===== src/rtl/tsd_pkg.sv =====
// shared types, constants and calendar functions for the timestamp difference block
// no dependencies; imported by every module of the block
package tsd_pkg;

   // status codes
   localparam logic [3:0] ST_OK         = 4'd0;
   localparam logic [3:0] ST_BAD_YEAR   = 4'd1;
   localparam logic [3:0] ST_BAD_MONTH  = 4'd2;
   localparam logic [3:0] ST_BAD_DAY    = 4'd3;
   localparam logic [3:0] ST_BAD_HOUR   = 4'd4;
   localparam logic [3:0] ST_BAD_MINUTE = 4'd5;
   localparam logic [3:0] ST_BAD_SECOND = 4'd6;
   localparam logic [3:0] ST_SECOND_OFS = 4'd6;
   localparam logic [3:0] ST_MAX        = 4'd12;

   // calendar radices
   localparam logic [5:0]  SEC_PER_MIN   = 6'd60;
   localparam logic [4:0]  HOUR_PER_DAY  = 5'd24;
   localparam logic [8:0]  DAY_PER_YEAR  = 9'd365;
   localparam logic [3:0]  MONTHS        = 4'd12;
   localparam logic [4:0]  LAST_HOUR     = 5'd23;
   localparam logic [5:0]  LAST_MINUTE   = 6'd59;
   localparam logic [16:0] SEC_PER_DAY   = 17'd86400;
   localparam logic [11:0] SEC_PER_HOUR  = 12'd3600;
   localparam logic [24:0] SEC_PER_YEAR  = 25'd31536000;

   // timestamp as it arrives on the input
   typedef struct packed {
      logic signed [14:0] year;
      logic [3:0]         month;
      logic [4:0]         day;
      logic [4:0]         hour;
      logic [5:0]         minute;
      logic [5:0]         second;
   } raw_stamp_type;

   // timestamp in mixed radix: year count, day of year, time of day
   typedef struct packed {
      logic signed [14:0] year;
      logic [8:0]         doy;
      logic [4:0]         hour;
      logic [5:0]         minute;
      logic [5:0]         second;
   } norm_stamp_type;

   typedef struct packed {
      logic [3:0]     status;
      norm_stamp_type a;
      norm_stamp_type b;
   } dec_type;

   typedef struct packed {
      logic [3:0]  status;
      logic [14:0] years;
      logic [8:0]  days;
      logic [4:0]  hours;
      logic [5:0]  minutes;
      logic [5:0]  seconds;
   } diff_type;

   typedef struct packed {
      logic [3:0]  status;
      logic [39:0] total;
      logic [14:0] years;
      logic [8:0]  days;
      logic [4:0]  hours;
      logic [5:0]  minutes;
      logic [5:0]  seconds;
   } rsp_type;

   // days in each month, february fixed at 28
   function automatic logic [4:0] month_len(input logic [3:0] month);
      logic [4:0] len;
      unique case (month)
         4'd1, 4'd3, 4'd5, 4'd7, 4'd8, 4'd10, 4'd12: len = 5'd31;
         4'd4, 4'd6, 4'd9, 4'd11:                   len = 5'd30;
         4'd2:                                      len = 5'd28;
         default:                                   len = 5'd0;
      endcase
      return len;
   endfunction

   // days of the year before the first of each month
   function automatic logic [8:0] days_before(input logic [3:0] month);
      logic [8:0] days;
      unique case (month)
         4'd2:    days = 9'd31;
         4'd3:    days = 9'd59;
         4'd4:    days = 9'd90;
         4'd5:    days = 9'd120;
         4'd6:    days = 9'd151;
         4'd7:    days = 9'd181;
         4'd8:    days = 9'd212;
         4'd9:    days = 9'd243;
         4'd10:   days = 9'd273;
         4'd11:   days = 9'd304;
         4'd12:   days = 9'd334;
         default: days = 9'd0;
      endcase
      return days;
   endfunction

   // first bad field of a timestamp, in checking order
   function automatic logic [3:0] check_stamp(input raw_stamp_type s);
      logic [3:0] code;
      priority if (s.year == 15'sd0)                            code = ST_BAD_YEAR;
      else if (s.month == 4'd0 || s.month > MONTHS)             code = ST_BAD_MONTH;
      else if (s.day == 5'd0 || s.day > month_len(s.month))     code = ST_BAD_DAY;
      else if (s.hour > LAST_HOUR)                              code = ST_BAD_HOUR;
      else if (s.minute > LAST_MINUTE)                          code = ST_BAD_MINUTE;
      else if (s.second > LAST_MINUTE)                          code = ST_BAD_SECOND;
      else                                                      code = ST_OK;
      return code;
   endfunction

   // year -1 runs straight into year 1, so positive years shift down by one
   function automatic norm_stamp_type normalise(input raw_stamp_type s);
      norm_stamp_type n;
      n.year   = s.year[14] ? s.year : s.year - 15'sd1;
      n.doy    = days_before(s.month) + {4'd0, s.day} - 9'd1;
      n.hour   = s.hour;
      n.minute = s.minute;
      n.second = s.second;
      return n;
   endfunction

endpackage


===== src/rtl/tsd_decode.sv =====
// first stage: field checks, status code and mixed-radix form of both timestamps
// depends on tsd_pkg
module tsd_decode (
   input  logic                  clock,
   input  logic                  reset,
   input  logic                  in_valid,
   output logic                  in_ready,
   input  tsd_pkg::raw_stamp_type stamp_a,
   input  tsd_pkg::raw_stamp_type stamp_b,
   output logic                  out_valid,
   input  logic                  out_ready,
   output tsd_pkg::dec_type      out_data
);
   import tsd_pkg::*;

   logic       valid_ff;
   dec_type    data_ff;
   dec_type    data_in;
   logic [3:0] code_a;
   logic [3:0] code_b;

   assign in_ready = !valid_ff || out_ready;

   // status and normalised stamps; invalid items carry zero stamps
   always_comb begin
      code_a = check_stamp(stamp_a);
      code_b = check_stamp(stamp_b);
      priority if (code_a != ST_OK) begin
         data_in.status = code_a;
      end else if (code_b != ST_OK) begin
         data_in.status = code_b + ST_SECOND_OFS;
      end else begin
         data_in.status = ST_OK;
      end
      if (data_in.status == ST_OK) begin
         data_in.a = normalise(stamp_a);
         data_in.b = normalise(stamp_b);
      end else begin
         data_in.a = '0;
         data_in.b = '0;
      end
   end

   // stage register
   always_ff @(posedge clock) begin
      if (reset) begin
         valid_ff <= 1'b0;
      end else if (in_ready) begin
         valid_ff <= in_valid;
      end
   end

   always_ff @(posedge clock) begin
      if (in_ready && in_valid) begin
         data_ff <= data_in;
      end
   end

   assign out_valid = valid_ff;
   assign out_data  = data_ff;

endmodule


===== src/rtl/tsd_borrow.sv =====
// second and third stages: order the stamps, then subtract field by field with borrows
// depends on tsd_pkg
module tsd_borrow (
   input  logic              clock,
   input  logic              reset,
   input  logic              in_valid,
   output logic              in_ready,
   input  tsd_pkg::dec_type  in_data,
   output logic              out_valid,
   input  logic              out_ready,
   output tsd_pkg::diff_type out_data
);
   import tsd_pkg::*;

   logic           ord_valid_ff;
   logic           ord_ready;
   logic [3:0]     status_ff;
   norm_stamp_type hi_ff;
   norm_stamp_type lo_ff;
   norm_stamp_type hi_in;
   norm_stamp_type lo_in;
   logic [40:0]    key_a;
   logic [40:0]    key_b;

   logic           sub_valid_ff;
   diff_type       diff_ff;
   diff_type       diff_in;
   logic           bs;
   logic           bm;
   logic           bh;
   logic           bd;

   assign in_ready  = !ord_valid_ff || ord_ready;
   assign ord_ready = !sub_valid_ff || out_ready;

   // ordering: sign-flipped year then the lower fields compare as one unsigned key
   always_comb begin
      key_a = {~in_data.a.year[14], in_data.a.year[13:0], in_data.a.doy,
               in_data.a.hour, in_data.a.minute, in_data.a.second};
      key_b = {~in_data.b.year[14], in_data.b.year[13:0], in_data.b.doy,
               in_data.b.hour, in_data.b.minute, in_data.b.second};
      if (key_a >= key_b) begin
         hi_in = in_data.a;
         lo_in = in_data.b;
      end else begin
         hi_in = in_data.b;
         lo_in = in_data.a;
      end
   end

   always_ff @(posedge clock) begin
      if (reset) begin
         ord_valid_ff <= 1'b0;
      end else if (in_ready) begin
         ord_valid_ff <= in_valid;
      end
   end

   always_ff @(posedge clock) begin
      if (in_ready && in_valid) begin
         status_ff <= in_data.status;
         hi_ff     <= hi_in;
         lo_ff     <= lo_in;
      end
   end

   // mixed-radix subtraction; each digit wraps back into range on a borrow
   always_comb begin
      bs = hi_ff.second < lo_ff.second;
      bm = {1'b0, hi_ff.minute} < {1'b0, lo_ff.minute} + {6'd0, bs};
      bh = {1'b0, hi_ff.hour} < {1'b0, lo_ff.hour} + {5'd0, bm};
      bd = {1'b0, hi_ff.doy} < {1'b0, lo_ff.doy} + {9'd0, bh};
      diff_in.status  = status_ff;
      diff_in.seconds = hi_ff.second - lo_ff.second + (bs ? SEC_PER_MIN : 6'd0);
      diff_in.minutes = hi_ff.minute - lo_ff.minute - {5'd0, bs}
                        + (bm ? SEC_PER_MIN : 6'd0);
      diff_in.hours   = hi_ff.hour - lo_ff.hour - {4'd0, bm}
                        + (bh ? HOUR_PER_DAY : 5'd0);
      diff_in.days    = hi_ff.doy - lo_ff.doy - {8'd0, bh}
                        + (bd ? DAY_PER_YEAR : 9'd0);
      diff_in.years   = 15'(hi_ff.year - lo_ff.year) - {14'd0, bd};
   end

   always_ff @(posedge clock) begin
      if (reset) begin
         sub_valid_ff <= 1'b0;
      end else if (ord_ready) begin
         sub_valid_ff <= ord_valid_ff;
      end
   end

   always_ff @(posedge clock) begin
      if (ord_ready && ord_valid_ff) begin
         diff_ff <= diff_in;
      end
   end

   assign out_valid = sub_valid_ff;
   assign out_data  = diff_ff;

endmodule


===== src/rtl/tsd_total.sv =====
// fourth and fifth stages: scale each digit to seconds, then sum into the total
// depends on tsd_pkg
module tsd_total (
   input  logic              clock,
   input  logic              reset,
   input  logic              in_valid,
   output logic              in_ready,
   input  tsd_pkg::diff_type in_data,
   output logic              out_valid,
   input  logic              out_ready,
   output tsd_pkg::rsp_type  out_data
);
   import tsd_pkg::*;

   logic        mul_valid_ff;
   logic        mul_ready;
   diff_type    digits_ff;
   logic [39:0] py_ff;
   logic [39:0] py_in;
   logic [24:0] pd_ff;
   logic [24:0] pd_in;
   logic [16:0] phms_ff;
   logic [16:0] phms_in;

   logic        sum_valid_ff;
   rsp_type     rsp_ff;
   rsp_type     rsp_in;

   assign in_ready  = !mul_valid_ff || mul_ready;
   assign mul_ready = !sum_valid_ff || out_ready;

   // constant products for years and days, with hours, minutes and seconds folded into one term
   always_comb begin
      py_in   = {25'd0, in_data.years} * {15'd0, SEC_PER_YEAR};
      pd_in   = {16'd0, in_data.days} * {8'd0, SEC_PER_DAY};
      phms_in = {12'd0, in_data.hours} * {5'd0, SEC_PER_HOUR}
                + {11'd0, in_data.minutes} * {11'd0, SEC_PER_MIN}
                + {11'd0, in_data.seconds};
   end

   always_ff @(posedge clock) begin
      if (reset) begin
         mul_valid_ff <= 1'b0;
      end else if (in_ready) begin
         mul_valid_ff <= in_valid;
      end
   end

   always_ff @(posedge clock) begin
      if (in_ready && in_valid) begin
         digits_ff <= in_data;
         py_ff     <= py_in;
         pd_ff     <= pd_in;
         phms_ff   <= phms_in;
      end
   end

   // final sum and output register
   always_comb begin
      rsp_in.status  = digits_ff.status;
      rsp_in.total   = py_ff + {15'd0, pd_ff} + {23'd0, phms_ff};
      rsp_in.years   = digits_ff.years;
      rsp_in.days    = digits_ff.days;
      rsp_in.hours   = digits_ff.hours;
      rsp_in.minutes = digits_ff.minutes;
      rsp_in.seconds = digits_ff.seconds;
   end

   always_ff @(posedge clock) begin
      if (reset) begin
         sum_valid_ff <= 1'b0;
      end else if (mul_ready) begin
         sum_valid_ff <= mul_valid_ff;
      end
   end

   always_ff @(posedge clock) begin
      if (mul_ready && mul_valid_ff) begin
         rsp_ff <= rsp_in;
      end
   end

   assign out_valid = sum_valid_ff;
   assign out_data  = rsp_ff;

endmodule


===== src/rtl/timestamp_difference.sv =====
// Timestamp difference, 365-day calendar with February fixed at 28 days.
// One request transfer carries two timestamps (signed year with no year
// zero, month, day, hour, minute, second); one response transfer returns a
// status code, the absolute difference in seconds and that difference split
// into years, days, hours, minutes and seconds. A nonzero status names the
// first bad field (first timestamp before second) and zeroes the rest.
// Five register stages: decode and check, order, borrow subtraction,
// constant multiplies, final sum. One pair is taken every cycle while the
// response side keeps up.
// Each stage holds its item until the next stage has room, so a stalled
// receiver fills the pipeline from the output backwards and req_tready
// falls only once all five stages hold an item; nothing is dropped or
// repeated. Reset clears every stage valid bit; no memory needs clearing.
// depends on tsd_pkg, tsd_decode, tsd_borrow, tsd_total
module timestamp_difference (
   input  logic        clock,
   input  logic        reset,
   input  logic        req_tvalid,
   output logic        req_tready,
   // first_year, first_month, first_day, first_hour, first_minute,
   // first_second, second_year, second_month, second_day, second_hour,
   // second_minute, second_sec, zero fill
   input  logic [87:0] req_tdata,
   output logic        rsp_tvalid,
   input  logic        rsp_tready,
   // status, total_difference, diff_years, diff_days, diff_hours,
   // diff_minutes, diff_seconds, zero fill
   output logic [87:0] rsp_tdata
);
   import tsd_pkg::*;

   raw_stamp_type stamp_a;
   raw_stamp_type stamp_b;
   dec_type       dec_data;
   logic          dec_valid;
   logic          dec_ready;
   diff_type      diff_data;
   logic          diff_valid;
   logic          diff_ready;
   rsp_type       rsp_data;

   // unpack request fields
   always_comb begin
      stamp_a.year   = req_tdata[14:0];
      stamp_a.month  = req_tdata[18:15];
      stamp_a.day    = req_tdata[23:19];
      stamp_a.hour   = req_tdata[28:24];
      stamp_a.minute = req_tdata[34:29];
      stamp_a.second = req_tdata[40:35];
      stamp_b.year   = req_tdata[55:41];
      stamp_b.month  = req_tdata[59:56];
      stamp_b.day    = req_tdata[64:60];
      stamp_b.hour   = req_tdata[69:65];
      stamp_b.minute = req_tdata[75:70];
      stamp_b.second = req_tdata[81:76];
   end

   tsd_decode u_decode (
      .clock     (clock),
      .reset     (reset),
      .in_valid  (req_tvalid),
      .in_ready  (req_tready),
      .stamp_a   (stamp_a),
      .stamp_b   (stamp_b),
      .out_valid (dec_valid),
      .out_ready (dec_ready),
      .out_data  (dec_data)
   );

   tsd_borrow u_borrow (
      .clock     (clock),
      .reset     (reset),
      .in_valid  (dec_valid),
      .in_ready  (dec_ready),
      .in_data   (dec_data),
      .out_valid (diff_valid),
      .out_ready (diff_ready),
      .out_data  (diff_data)
   );

   tsd_total u_total (
      .clock     (clock),
      .reset     (reset),
      .in_valid  (diff_valid),
      .in_ready  (diff_ready),
      .in_data   (diff_data),
      .out_valid (rsp_tvalid),
      .out_ready (rsp_tready),
      .out_data  (rsp_data)
   );

   // pack response fields
   assign rsp_tdata = {3'd0, rsp_data.seconds, rsp_data.minutes, rsp_data.hours,
                       rsp_data.days, rsp_data.years, rsp_data.total, rsp_data.status};

endmodule


===== config.mk =====
export PLATFORM = sky130hd
export DESIGN_NAME = timestamp_difference
export DESIGN_NICKNAME = d
export VERILOG_FILES = /design/src/rtl/tsd_pkg.sv /design/src/rtl/tsd_decode.sv /design/src/rtl/tsd_borrow.sv /design/src/rtl/tsd_total.sv /design/src/rtl/timestamp_difference.sv
export SDC_FILE = /design/constraint.sdc
export NUM_CORES = 1
export LEC_CHECK = 0
export BUFFER_PORTS_ARGS = -buffer_cell sky130_fd_sc_hd__buf_2
export CORE_MARGIN = 5
export CORE_UTILIZATION = 40
export CTS_CLUSTER_DIAMETER = 50
export CTS_CLUSTER_SIZE = 25
export DETAILED_ROUTE_END_ITERATION = 6
export GPL_TIMING_DRIVEN = 1
export HOLD_SLACK_MARGIN = 0.02
export SLEW_MARGIN = 25
export SYNTH_ARGS = -nofsm -noshare
export SYNTH_HDL_FRONTEND = slang
export SYNTH_SLANG_ARGS = --single-unit

===== constraint.sdc =====
create_clock -name clock -period 12.53 [get_ports clock]
set_input_delay 1.253 -clock clock [delete_from_list [all_inputs] [get_ports clock]]
set_output_delay 1.253 -clock clock [all_outputs]
set_load 0.005 [all_outputs]

==> results of run 1 <==
layer usage:
metal	GRT usage, %	vias up	share of wire, %
met5	0	-	0.022
met4	3.92	2	2.5
met3	2.02	86	3.1
met2	25.5	212	49
met1	18.9	8552	45
li1	-	9183	-
critical path, delay by kind of cell, from the launching register on:
| family | cells | cell delay, ns |
|---|---|---|
| XOR/XNOR | 3 | 0.43 |
| flip-flops | 1 | 0.37 |
| adder cells (fa/ha/maj) | 13 | 3.73 |
| buffers and inverters | 5 | 0.40 |
| AO/OA/AOI/OAI | 18 | 3.34 |
| AND/OR/NAND/NOR | 13 | 1.82 |
cell usage after synthesis, drive strengths merged, types with 40 or more instances:
cell type  instances  area [um2]
inv              464        1740
fa               138        2760
xnor2            119        1040
ha               443        5540
mux2              88         991
edfxtp           409       12300
nor2             103         387
xor2              62         543
a21oi            112         561
nand2             49         184
o21ai             42         210
a21o              40         300
nor3             113         961
cells by family after synthesis:
group / Yosys count / synth area share, %
buf+inv: 505 / 6.73
xor+xnor: 181 / 5.28
fa+ha+maj: 581 / 27.6
other cells: 1 / 0.0125
mux: 95 / 3.53
compound gates: 318 / 6.76
flops: 414 / 41.2
simple gates: 444 / 8.83
area by class of cell:
cell class / count / area share, %
clock buffers: 45 / 3.22
diodes: 3 / 0.0223
multi-input cells: 1622 / 46.8
well taps: 969 / 3.61
repair buffers: 185 / 2.98
clock inverters: 33 / 1.37
flip-flops and latches: 414 / 36.8
inverters: 464 / 5.18
state kept, by name, indices dropped and copies added (netlist names), 32 cells and up:
name / flops
u_decode.out_data: 86
u_total.out_data: 83
u_borrow.hi_ff: 41
u_total.digits_ff: 43
u_total.py_ff: 32
u_borrow.out_data: 45
u_borrow.lo_ff: 41
final timing paths:
check	start	end	slack, ns	cells after the start
worst max-delay path	u_borrow.lo_ff[0]	u_borrow.out_data[40]	2.17	52
worst min-delay path	u_borrow.out_data[1]	u_total.phms_ff[1]	0.42	0
worst max register to register	u_borrow.lo_ff[0]	u_borrow.out_data[40]	2.17	52
worst min register to register	u_borrow.out_data[1]	u_total.phms_ff[1]	0.42	0
power groups by stage:
stage	sequential (mW)	clock, mW	combinational, mW
after floorplan	2.09	0	3.55
after CTS	2.10	1.42	4.58
after detailed placement	2.13	0	4.52
after global routing	2.12	1.47	5.20
final	2.09	1.37	4.55
after global placement	2.12	0	4.43
per-stage QoR:
stage	setup slack (ns)	cells	hold WS, ns	total power, mW	instance area (um2)
finish	2.17	3735	0.419	8.02	33600
global route	1.21	3733	0.422	8.79	33600
CTS	2.06	3730	0.421	8.10	33500
detailed placement	2.12	3652	0.405	6.65	32000
global placement	2.65	3652	0.404	6.55	32000
floorplan	2.57	2541	0.400	5.64	30100
placed cells by master (no fill, tap or decap), drive strengths merged, types with 5 or more instances in the layout:
cell / instances
nor3: 113
clkbuf: 45
nor4: 14
nand3: 38
and2: 11
bufinv: 5
nand2: 49
clkinv: 13
a31oi: 19
mux2i: 7
fa: 138
xnor2: 119
nand4: 21
o211ai: 8
or2: 10
mux2: 88
o21bai: 27
o21ai: 42
or3: 9
edfxtp: 409
a21oi: 112
xor2: 62
buf: 185
nor2b: 28
inv: 479
nand2b: 21
ha: 443
a211oi: 9
nor2: 103
a21o: 40
o21a: 23
dfxtp: 5
and3: 13
==> impl_metrics.toml, run 1 <==
[outcome]
run_status = "completed"

[sta]
max_freq_mhz = 96.5
relSlewSlack_pct = 34.8
fin_crit_ns = 10.36
finClkSkew_ns = 0.0176
finalSetupViolCount = 0
hold_violations = 0
tns_ns = 0
fin_crit_sh_pct = 82.7
rsz0062_at_grt = "no"
worst_pin_slew_ns = 0.977
final_max_slew_viol_count = 0

[power_and_ir_drop]
pwr-share-clk_pct = 17.1
power_density_nw_per_um2 = 239
switching_share_pct = 40.6
seq_power_share_pct = 26.1
p_int_mw = 4.76
switchingPower_mw = 3.26
peakVddDrop_mv = 0.207
comb_power_share_pct = 56.8
power.leakage_nw = 14.8

[logic_synthesis]
synth_ff_type = "edfxtp_1"
synth_seq_area_share_pct = 41.2
syn_area_um2 = 30000
syn_avg_cell_area_um2 = 11.8
synth_seq_cells = 414
synth_edf_count = 409
ys_async_sr_fraction_pct = 0
synth-warning-count = 0
syn_inst = 2539
synth_cell_types = 67

[detailed_routing]
dr_total_vias = 18000
drt_pass1_iterations = 7
ant_nets = 0
vias_per_cell = 4.83
wl_per_cell_um = 15.6
wl_um = 58400
drt_iter0_drc = 688
drc = 0

[critical_path]
max_stage_delay_ns = 0.56
crit_slowest_cell = "fa_1"
path_class = "reg -> reg"
critPathMaxFanout = 7
worstPathRequired_ns = 12.85
arrival_ns = 10.68
cpMostUsedCell = "ha_1"
startpoint_type = "register"
worst_setup_path_end_kind = "register"

[floorplanning]
die_h_um = 284
core_um2 = 74400
fp-row-count = 100
io_pins = 182
die_area_um2 = 80700
die_x_um = 284
start_util_pct = 40.4

[clocking]
clkTransAtPathRegs_ns = 0.08
cts.htree.levels = 2
cts.repair.resized = 0
clockRootBuffer = "clkbuf_16"
cts_buffer_depth = 3
cts_tree = "yes"
clk_latency_ns = 0.58
holdBufCountCts = 0
cts.sinks = 414
cts_setup_buffers = 0
cts_buffers = 42

[grt]
track_usage_pct = 14.5
grt_first_pass_wirelength_um = 97100
first_global_vias = 18800
grt_max_degree = 84
antenna_found_initial = 3
overflow = 0

[placed_design]
dp_hpwl_um = 47200
gp_congestion = 0.852
io_buffers = 172

[finish]
area_delta_synth_final_pct = 11.9
nFillCells = 6774
utilization_pct = 45.1
drive_gt1_share_pct = 16.3
register_area_um2 = 12400
multiInputGateArea_um2 = 15700
nNetsFinal = 3402

[job]
max_cap_viol_count = 0

[min_path]
hp-class = "reg -> reg"
(Power assumes the default switching activity.)
==> run 2: changes to the inputs <==
==> constraint.sdc (replaced) <==
create_clock -name clock -period 9.02 [get_ports clock]
set_input_delay 0.902 -clock clock [delete_from_list [all_inputs] [get_ports clock]]
set_output_delay 0.902 -clock clock [all_outputs]
set_load 0.005 [all_outputs]
==> impl_metrics.toml, run 2 (synthesis results as in run 1) <==
[critical_path]
cp_num_cells = 51
path_class = "reg -> reg"
arrival_ns = 9.02
r2r_slack_ns = 0.33
worst_setup_path_end_kind = "register"
path_delay_family = "adder cells"
critPathMaxFanout = 3
crit_slowest_cell = "fa_1"
reg2regPathDepth = 51
rr_startpoint = "u_borrow.lo_ff[0]"
cpMostUsedCell = "o21a_1"
cp-startpoint = "u_borrow.lo_ff[0]"
crit_end = "u_borrow.out_data[40]"
r2r-end = "u_borrow.out_data[40]"
crit_buf_inv = 4
max_stage_delay_ns = 0.56
worstPathRequired_ns = 9.34
startpoint_type = "register"

[power_and_ir_drop]
finalPower_mw = 11.0
power_density_nw_per_um2 = 326
peakVddDrop_mv = 0.235
power.leakage_nw = 14.8

[detailed_routing]
drt_iter0_drc = 658
vias_per_cell = 4.85
dr_total_vias = 18200
drt_pass1_iterations = 4
wl_per_cell_um = 15.7
ant_nets = 0
wl_um = 58700
drc = 0

[placed_design]
io_buffers = 172
dp_hpwl_um = 47100
gp_congestion = 0.850

[finish]
area_delta_synth_final_pct = 12.7
layout_commonest_cell = "inv_1"
drive_gt1_share_pct = 18.6
multiInputGateArea_um2 = 16000
register_area_um2 = 12400
final_cell_mix = "456 x inv_1, 430 x ha_1, 409 x edfxtp_1"
utilization_pct = 45.5
nFillCells = 6726
largest_reg_flops = 86
nNetsFinal = 3421

[sta]
worst_pin_slew_ns = 1.00
fin_crit_ns = 8.69
finalSetupViolCount = 0
fin_crit_sh_pct = 96.4
rsz0062_at_grt = "yes"
max_freq_mhz = 115
relSlewSlack_pct = 33.1
hold_violations = 0
final_max_slew_viol_count = 0
finClkSkew_ns = 0.0258

[grt]
first_global_vias = 18900
overflow = 0
track_usage_pct = 14.5
grt_first_pass_wirelength_um = 97200
antenna_found_initial = 4
grt_max_degree = 83

[clocking]
clkTransAtPathRegs_ns = 0.08
cts_buffers = 41
holdBufCountCts = 0
clk_latency_ns = 0.59
clockRootBuffer = "clkbuf_16"
cts.htree.levels = 2
cts_tree = "yes"
cts_buffer_depth = 3
cts.sinks = 414

[floorplanning]
die_x_um = 284
core_um2 = 74400
die_area_um2 = 80700
fp-row-count = 100
io_pins = 182
die_h_um = 284
start_util_pct = 40.4

[min_path]
hp-class = "reg -> reg"

[job]
max_cap_viol_count = 0

[outcome]
run_status = "completed"
[run 2: cell count changes in the layout (fill, tap and decap cells not counted), sizes merged]
cell    delta
inv        +6
buf       +20
diode      -1
clkinv     +1
bufinv     -5
clkbuf     -4
[run 2: timing repair]
item	in CTS	in global routing
setup buffers	2	15
pin swaps	5	31
gates resized for setup	9	58
endpoints found under the hold margin	0	0
setup endpoints to repair	4	17
cloned	0	0
[run 2: report_power, final]
part | leakage [nW] | switching [mW] | internal (mW)
Sequential | 3.83 | 0.165 | 2.75
Clock | 0.705 | 0.876 | 0.913
Combinational | 10.3 | 3.52 | 2.82
Total | 14.8 | 4.56 | 6.49
[run 2: cell type report]
type | count | area share (%)
Clock inverter | 35 | 1.22
Inverter | 464 | 5.14
Multi-Input combinational cell | 1622 | 47.2
Tap cell | 969 | 3.58
Timing Repair Buffer | 205 | 3.28
Antenna cell | 2 | 0.0148
Clock buffer | 41 | 3.03
Sequential cell | 414 | 36.6
[run 2: worst min path at each step]
stage	start	to	slack (ns)	cells after the start
floorplan	u_borrow.status_ff[0]	u_borrow.out_data[41]	0.40	0
global placement	u_decode.out_data[83]	u_borrow.status_ff[1]	0.40	0
CTS	u_decode.out_data[83]	u_borrow.status_ff[1]	0.42	0
detailed placement	u_decode.out_data[85]	u_borrow.status_ff[3]	0.41	0
global route	u_total.phms_ff[6]	u_total.out_data[47]	0.43	0
finish	u_decode.out_data[83]	u_borrow.status_ff[1]	0.41	0
[run 2: metrics by stage]
step	cells	setup WS [ns]	hold slack (ns)	TNS, ns	instance area, um2
after global placement	3657	0.0856	0.404	0	32000
after CTS	3735	0.00868	0.420	0	33500
after global routing	3750	-0.182	0.426	-0.582	33900
after floorplan	2541	0.0253	0.400	0	30100
after detailed placement	3657	-0.203	0.405	-0.340	32000
final	3752	0.325	0.415	0	33900
[run 2: metal layers]
metal / share of wire (%) / global-route usage, % / up-vias
met1: 44 / 18.5 / 8708
li1: - / - / 9221
met2: 50 / 25.9 / 211
met3: 3.1 / 2.17 / 71
met4: 2.3 / 3.52 / 4
met5: 0.046 / 0 / -
